===== src/hdl/bnms_pkg.sv =====
`default_nettype none
// ----------------------------------------------------------------------------
// Box NMS package
// Shared types and constants for the greedy box suppression block.
// ----------------------------------------------------------------------------
package bnms_pkg;

  localparam int MAX_BOXES = 64;
  localparam int IDX_W     = $clog2(MAX_BOXES);
  localparam int CNT_W     = $clog2(MAX_BOXES + 1);
  localparam int Q_W       = 17;
  localparam int CLS_W     = 8;

  // Shared multiplier operand and product widths
  localparam int MUL_A_W   = Q_W + 1;
  localparam int MUL_B_W   = 2 * Q_W;
  localparam int PROD_W    = MUL_A_W + MUL_B_W;

  localparam logic [Q_W-1:0] THR_RESET = Q_W'(32768);

  typedef struct packed {
    logic [Q_W-1:0]   box_left;
    logic [Q_W-1:0]   box_top;
    logic [Q_W-1:0]   box_width;
    logic [Q_W-1:0]   box_height;
    logic [Q_W-1:0]   box_score;
    logic [CLS_W-1:0] box_class;
    logic             set_end;
  } in_t;

  typedef struct packed {
    logic [Q_W-1:0]   kept_left;
    logic [Q_W-1:0]   kept_top;
    logic [Q_W-1:0]   kept_width;
    logic [Q_W-1:0]   kept_height;
    logic [Q_W-1:0]   kept_score;
    logic [CLS_W-1:0] kept_class;
    logic             kept_last;
    logic             set_overflow;
  } out_t;

  // One stored box
  typedef struct packed {
    logic [Q_W-1:0]   left;
    logic [Q_W-1:0]   top;
    logic [Q_W-1:0]   width;
    logic [Q_W-1:0]   height;
    logic [Q_W-1:0]   score;
    logic [CLS_W-1:0] cls;
  } box_t;

  typedef struct packed {
    logic           start;
    logic [Q_W-1:0] thr;
  } iou_req_t;

  typedef struct packed {
    logic done;
    logic suppress;
  } iou_rsp_t;

endpackage
`default_nettype wire


===== src/hdl/bnms_iou_unit.sv =====
`default_nettype none
// ----------------------------------------------------------------------------
// Box NMS overlap unit
// Decides whether one kept box suppresses a candidate, using one shared
// multiplier in steps: overlap, two areas, union (an add) and threshold product.
// ----------------------------------------------------------------------------
module bnms_iou_unit (
  input  wire logic             clk,
  input  wire logic             rst_n,
  input  wire bnms_pkg::iou_req_t req,
  input  wire bnms_pkg::box_t   box_a,
  input  wire bnms_pkg::box_t   box_b,
  output bnms_pkg::iou_rsp_t    rsp
);

  localparam logic [2:0] S_IDLE = 3'd0;
  localparam logic [2:0] S_INT  = 3'd1;
  localparam logic [2:0] S_AA   = 3'd2;
  localparam logic [2:0] S_BB   = 3'd3;
  localparam logic [2:0] S_UNI  = 3'd4;
  localparam logic [2:0] S_THR  = 3'd5;
  localparam logic [2:0] S_CMP  = 3'd6;

  localparam int QW = bnms_pkg::Q_W;
  localparam int AW = bnms_pkg::MUL_A_W;
  localparam int BW = bnms_pkg::MUL_B_W;
  localparam int PW = bnms_pkg::PROD_W;

  logic [2:0]    state_r, state_nxt;
  logic [AW-1:0] ow_r, oh_r;
  logic [QW-1:0] aw_r, ah_r, bw_r, bh_r, thr_r;
  logic [PW-1:0] prod_r;
  logic [BW-1:0] inter_r, area_r, uni_r;
  logic [AW-1:0] mul_a;
  logic [BW-1:0] mul_b;

  // Overlap extent of the two boxes
  logic [QW-1:0] x1, y1;
  logic [AW-1:0] ax2, bx2, ay2, by2, x2, y2, ow, oh;
  logic [BW:0]   uni_sum;

  always_comb begin
    x1  = (box_a.left > box_b.left) ? box_a.left : box_b.left;
    y1  = (box_a.top > box_b.top) ? box_a.top : box_b.top;
    ax2 = AW'(box_a.left) + AW'(box_a.width);
    bx2 = AW'(box_b.left) + AW'(box_b.width);
    ay2 = AW'(box_a.top) + AW'(box_a.height);
    by2 = AW'(box_b.top) + AW'(box_b.height);
    x2  = (ax2 < bx2) ? ax2 : bx2;
    y2  = (ay2 < by2) ? ay2 : by2;
    ow  = (x2 > AW'(x1)) ? x2 - AW'(x1) : '0;
    oh  = (y2 > AW'(y1)) ? y2 - AW'(y1) : '0;
    uni_sum = (BW+1)'(area_r) + (BW+1)'(prod_r[BW-1:0]) - (BW+1)'(inter_r);
  end

  // Operand selection for the shared multiplier
  always_comb begin
    unique case (state_r)
      S_INT:   begin mul_a = ow_r;          mul_b = BW'(oh_r); end
      S_AA:    begin mul_a = AW'(aw_r);     mul_b = BW'(ah_r); end
      S_BB:    begin mul_a = AW'(bw_r);     mul_b = BW'(bh_r); end
      S_THR:   begin mul_a = AW'(thr_r);    mul_b = uni_r;     end
      default: begin mul_a = '0;            mul_b = '0;        end
    endcase
  end

  always_comb begin
    state_nxt = state_r;
    unique case (state_r)
      S_IDLE:  if (req.start) state_nxt = S_INT;
      S_INT:   state_nxt = S_AA;
      S_AA:    state_nxt = S_BB;
      S_BB:    state_nxt = S_UNI;
      S_UNI:   state_nxt = S_THR;
      S_THR:   state_nxt = S_CMP;
      S_CMP:   state_nxt = S_IDLE;
      default: state_nxt = S_IDLE;
    endcase
  end

  always_ff @(posedge clk) begin
    if (!rst_n) begin
      state_r <= S_IDLE;
    end else begin
      state_r <= state_nxt;
    end
  end

  // Datapath registers
  always_ff @(posedge clk) begin
    prod_r <= PW'(mul_a) * PW'(mul_b);
    if (state_r == S_IDLE && req.start) begin
      ow_r  <= ow;
      oh_r  <= oh;
      aw_r  <= box_a.width;
      ah_r  <= box_a.height;
      bw_r  <= box_b.width;
      bh_r  <= box_b.height;
      thr_r <= req.thr;
    end
    if (state_r == S_AA) begin
      inter_r <= prod_r[BW-1:0];
    end
    if (state_r == S_BB) begin
      area_r <= prod_r[BW-1:0];
    end
    if (state_r == S_UNI) begin
      uni_r <= uni_sum[BW-1:0];
    end
  end

  // Decision: overlap * 2^16 >= threshold * union; a zero union suppresses only at threshold zero
  always_comb begin
    rsp.done = (state_r == S_CMP);
    if (uni_r == '0) begin
      rsp.suppress = (thr_r == '0);
    end else begin
      rsp.suppress = ((PW'(inter_r) << 16) >= prod_r);
    end
  end

endmodule
`default_nettype wire


===== config.mk =====
export PLATFORM = sky130hd
export DESIGN_NAME = bnms_iou_unit
export DESIGN_NICKNAME = d
export VERILOG_FILES = /design/src/hdl/bnms_pkg.sv /design/src/hdl/bnms_iou_unit.sv
export SDC_FILE = /design/constraint.sdc
export NUM_CORES = 2
export LEC_CHECK = 0
export BUFFER_PORTS_ARGS = -buffer_cell sky130_fd_sc_hd__clkbuf_2
export CAP_MARGIN = 5
export CORE_AREA = 4 4 340 258
export CTS_CLUSTER_DIAMETER = 120
export DETAILED_ROUTE_END_ITERATION = 8
export DIE_AREA = 0 0 344 262
export SYNTH_ARGS = -nofsm -noshare
export SYNTH_HDL_FRONTEND = slang
export SYNTH_SLANG_ARGS = --single-unit

===== constraint.sdc =====
create_clock -name clk -period 13.5 [get_ports clk]
set_input_delay 1.35 -clock clk [delete_from_list [all_inputs] [get_ports clk]]
set_output_delay 1.35 -clock clk [all_outputs]
set_load 0.005 [all_outputs]

## Word level (Yosys, flattened, before mapping)

Cells that the tools add are included.

| operators by class | value |
|---|---|
| equal/unequal tests | 7 |
| $add $sub $neg | 8 |
| order comparisons | 7 |
| reductions and logical operators | 4 |
| muxes and demuxes | 9 |
| multiply operators | 1 |

Operator list:

| kind | number |
|---|---|
| $pmux 34 s4 | 1 |
| $add 17x17->18 | 4 |
| $pmux 18 s4 | 1 |
| $ge 50x52->1 | 1 |
| $mul 18x34->52 | 1 |
| $gt 18x17->1 | 2 |
| $lt 18x18->1 | 2 |
| $mux 18 | 2 |
| $sub 18x17->18 | 2 |
| $add 34x34->34 | 1 |
| $gt 17x17->1 | 2 |
| $logic_not 34->1 | 1 |
| $mux 17 | 2 |
| $sub 34x34->34 | 1 |
| $pmux 3 s6 | 1 |
| $logic_not 17->1 | 1 |
| $eq 3x3->1 const B | 3 |
| $eq 3x2->1 const B | 2 |
| $eq 3x1->1 const B | 1 |
| $logic_not 3->1 | 1 |
| $mux 3 | 1 |
| $ne 2x2->1 const B | 1 |
| $logic_and 1x1->1 | 1 |
| $mux 1 | 1 |

| word-level totals | value |
|---|---|
| word-level logic and storage cells | 48 |
| bits of input ports | 206 |
| register bits | 278 |

## Depth between registers and ports, before layout

| depth | value |
|---|---|
| word-level depth | 4 |
| mapped depth | 34 |
| depth with buffers taken out | 31 |

## Worst setup path before layout

Ideal clock, no wire load.

| timing path | value |
|---|---|
| kind | in2reg |
| start point | input req[17] in the netlist's numbering |
| end point | register ah_r[0], enable pin |
| stages on the path | 1 |
| required time | 12560 ps |
| path buffers | 0 |
| setup slack | -944 ps |
| data arrival time | 13504 ps |
| cell sequence | nor4b_1 |

| on the way | value |
|---|---|
| longest elaborated chain between the ends | 1 |

RTL lines:

| what | RTL line | text |
|---|---|---|
| from (decl) | bnms_iou_unit.sv:10 | `input wire bnms_pkg::iou_req_t req,` |
| $logic_and 1x1->1 | bnms_iou_unit.sv:92 | `if (state_r == S_IDLE && req.start) begin` |
| to (signal assigned) | bnms_iou_unit.sv:96 | `ah_r <= box_a.height;` |
| to (decl) | bnms_iou_unit.sv:31 | `logic [QW-1:0] aw_r, ah_r, bw_r, bh_r, thr_r;` |

Every way passes these cells.
A chain may end at the register's enable or synchronous reset.

## Worst setup path after layout

| timing path | value |
|---|---|
| start point | register state_r[1] |
| end point | register prod_r[49] |

| on the way | value |
|---|---|
| longest elaborated chain between the ends | 3 |
| elaborated cells on any way between the ends | 7 |
| those cells by class | mul (1); eq/ne (4); mux (2) |

RTL lines:

| what | RTL line | text |
|---|---|---|
| from (decl) | bnms_iou_unit.sv:29 | `logic [2:0] state_r, state_nxt;` |
| from (signal assigned) | bnms_iou_unit.sv:85 | `state_r <= state_nxt;` |
| $eq 3x3->1, or another cell as far along | bnms_iou_unit.sv:58 | `unique case (state_r)` |
| $pmux 18 s4 / $pmux 34 s4 (equally long branches) | bnms_iou_unit.sv:58 |  |
| $mul 18x34->52 (*) | bnms_iou_unit.sv:91 | `prod_r <= PW'(mul_a) * PW'(mul_b);` |
| to (signal assigned) | bnms_iou_unit.sv:91 |  |
| to (decl) | bnms_iou_unit.sv:32 | `logic [PW-1:0] prod_r;` |

Mark *: on every way between the ends. The rest lies on a longest branch, timed or not.

==> implementation parameters <==
Parameter                              Value

Route
  # DRC    0
  Total via count after detailed routing    approximately 29000
  Number of optimization iterations in the first detailed-route pass    8
  Total routed wirelength    113000 um
  Final routed wire length divided by cell count    21.4 um
  Drt initial violations    between 2000 and 2500
  Ratio of routed vias to standard cells    5.44
  Antenna Violating Nets Remaining    0

Pwr
  Net switching power    0.00205 W
  Fraction of power spent switching nets    43.9%
  Share of total power in the clock network    between 10% and 20%
  Worst-case vdd ir drop    roughly 87 uV
  Combinational group share of total power    54.8%
  Register share of total power    a little over a quarter
  Ratio of total power to cell area    between 100 and 150 nW/um2
  Internal power consumption    0.00262 W
  Leakage dissipation    slightly below 20 nW

Synth
  Most frequent cell after synthesis    sky130_fd_sc_hd__inv_1
  Count of flip-flops with a built-in enable after synthesis    223
  Sequential cell area fraction in the yosys report    20.7%
  Synthesized netlist cell count    about 4000
  Warnings from Yosys    0
  Main flop type after synthesis    sky130_fd_sc_hd__edfxtp_1
  Cell taking the most area after synthesis    sky130_fd_sc_hd__fa_1
  Cell variety after synth    just under 80
  Post-synth ARST share    0%
  Mean cell area of the mapped netlist    9.42 um2
  Area of the mapped netlist    between 30000 and 40000 um2
  Most frequent cells after synthesis    784 x sky130_fd_sc_hd__inv_1, 551 x sky130_fd_sc_hd__fa_1, 458 x sky130_fd_sc_hd__nand2_1, 364 x sky130_fd_sc_hd__ha_1, 332 x sky130_fd_sc_hd__nor2_1
  Portion of synthesized cell area occupied by the leading cell type    29.3%
  Post-synthesis register bit count    approximately 280
  Leading cell types by total area after synthesis    sky130_fd_sc_hd__fa_1 29%, sky130_fd_sc_hd__edfxtp_1 18%, sky130_fd_sc_hd__ha_1 12%, sky130_fd_sc_hd__inv_1 7.8%, sky130_fd_sc_hd__nand2_1 4.6%

Status
  Result of the run    finished clean

Worst setup path
  Worst path slowest cell    sky130_fd_sc_hd__nor3b_2
  Endpoint of the most critical register-to-register path    prod_r[49]
  Category of the critical setup timing path    register to register
  Register-to-register setup slack    3.71 ns
  Reg2Reg Launch Point    state_r[1]
  Slowest stage delay, CP    0.78 ns
  Required time reported for the critical path endpoint    13.96 ns
  Cell type group with the largest total delay on the critical path    adder cells
  Launching element type of the critical path    register
  Category of the worst setup path capture point    register
  Data arrival, critical path    slightly above 10 ns
  Number of buffers and inverters on the critical path    5
  Crit Path Max Fanout    63
  Worst-case reg-to-reg path depth    26
  Worst path most repeated cell    sky130_fd_sc_hd__fa_1

Timing
  Final period util    72.6%
  Setup repair after global routing missed its margin    false
  Pin slew with the least headroom to its limit    around 1.4 ns
  Slew HR    5.17%
  Slew Viols, Final    0
  Final min period    9.79 ns
  Total Negative Setup Slacks    0 ns
  Peak clock frequency supported by timing    102 MHz
  Hold slack    0.452 ns
  Endpoints failing setup    0
  Final hold violations    0
  Worst Skew    0.0334 ns

Die
  Initial core utilization    44.8%
  Die X    344 um
  Area of the core    84000 um2
  Count of pins on the block boundary    208
  Die Ht    262 um
  Die Outline Area    about 90000 um2
  FP Rows    92

Clock tree
  CTS hold repair buffers    0
  Setup fix buffers added after clock tree synthesis    0
  Number of sinks on the clock net    278
  Maximum level of the CTS H-tree    1
  Clock network latency to the later pin of the worst-skew pair    0.60 ns
  Clock tree root driver cell    sky130_fd_sc_hd__clkbuf_16
  Number of buffers created by CTS    31
  Count of cells resized by post-cts repair    0
  Clock tree from TritonCTS    built
  Clock-pin slew on the worst setup and hold paths    0.07 ns
  Max Buffers Root-to-Sink    3

Hold path
  Hold path endpoint    inter_r[31]
  Startpoint of the tightest hold check path    prod_r[31]
  Worst min-delay path category    register to register
  Worst Hold Path Cells    0

Global route
  Number of antenna violations at the first check in global routing    6
  Overall fraction of global-route tracks in use    25.1%
  Remaining global-route overflow    0
  Vias in the first global route    about 29000
  First-pass GRT wire length    172000 um
  Maximum number of pins on one net before global-route repair    81

Final layout
  Synth-to-layout area growth    8.93%
  Share of final-layout standard cells stronger than drive strength 1    under 10%
  Antenna diode count    0
  Final nets    about 5200

Run
  Number of maximum-capacitance constraint violations    0

Placed design
  Count of buffers from port buffering    157
  Placer congestion estimate    0.954
  Final HPWL from detailed placement    93100 um
-- final cells by class --
type	instances	area, um2
clock buffer	39	806
clock inverter	19	224
fill	8062	43000
inverter	784	2940
multi-input combinational	2822	26700
sequential	278	7800
tap	1128	1410
timing repair buffer	210	1180
-- worst max-delay path by stage --
stage	depth (start not counted)	from	to	slack, ns
finish	26	state_r[1]	prod_r[49]	3.71
global route	26	state_r[1]	prod_r[49]	3.38
CTS	26	state_r[1]	prod_r[49]	3.78
detailed placement	26	state_r[1]	prod_r[49]	3.78
global placement	26	state_r[1]	prod_r[49]	3.88
floorplan	1	req[17]	ah_r[0]	4.90
-- per-layer routing --
| layer | up-vias | track usage (%) | wire length, um |
|---|---|---|---|
| met5 | - | 0 | 25 |
| met4 | 4 | 5.12 | 2570 |
| met3 | 145 | 7.94 | 12700 |
| met2 | 1180 | 35.2 | 44600 |
| met1 | 14100 | 38.1 | 53100 |
| li1 | 13300 | - | - |
-- cells in the final DEF, fill, tap and decap left out, drive strengths merged, types with 37 or more instances in the layout --
cell	instances
buf	53
o21ai	92
nor2	332
inv	790
a21o	110
mux2i	47
xnor2	104
dfxtp	55
edfxtp	223
nand2	458
clkbuf	196
nand4	37
ha	364
fa	551
a21oi	187
xor2	55
-- power groups by stage --
stage,registers [W],logic (W),clock network [W]
2_1_floorplan,0.00122,0.00182,0
3_3_place_gp,0.00126,0.00249,0
3_5_place_dp,0.00127,0.00251,0
4_1_cts,0.00125,0.00253,0.000873
5_1_grt,0.00126,0.00284,0.000904
6_report,0.00125,0.00256,0.000853
-- sequential cells by signal, summed over array words and instances (netlist names) --
signal,cells
ah_r,17
area_r,34
aw_r,17
bh_r,17
bw_r,17
inter_r,34
oh_r,18
ow_r,18
prod_r,52
state_r,3
thr_r,17
uni_r,34
-- stage by stage --
| stage | std cells | cell area [um2] | util, % | power, W | worst slack (ns) |
|---|---|---|---|---|---|
| 2_1_floorplan | 4012 | 37700 | - | 0.00303 | 4.90 |
| 3_3_place_gp | 5222 | 40000 | 47.6 | 0.00375 | 3.88 |
| 3_5_place_dp | 5222 | 40000 | 47.6 | 0.00378 | 3.78 |
| 4_1_cts | 5280 | 41000 | 48.8 | 0.00465 | 3.78 |
| 5_1_grt | 5280 | 41000 | 48.8 | 0.00501 | 3.38 |
| 6_report | 5280 | 41000 | 48.8 | 0.00466 | 3.71 |
-- logic make-up (layout without fill, tap and decap cells) --
family	count (synthesis)	after routing	synth area share (%)
compound gates	642	642	11.7
flops	278	278	20.7
mux	56	56	1.52
fa+ha+maj	915	915	41.4
xor+xnor	159	159	3.70
other cells	2	16	0.0199
simple gates	1034	1034	11.9
buf+inv	912	1052	9.17
(Power assumes the default switching activity.)
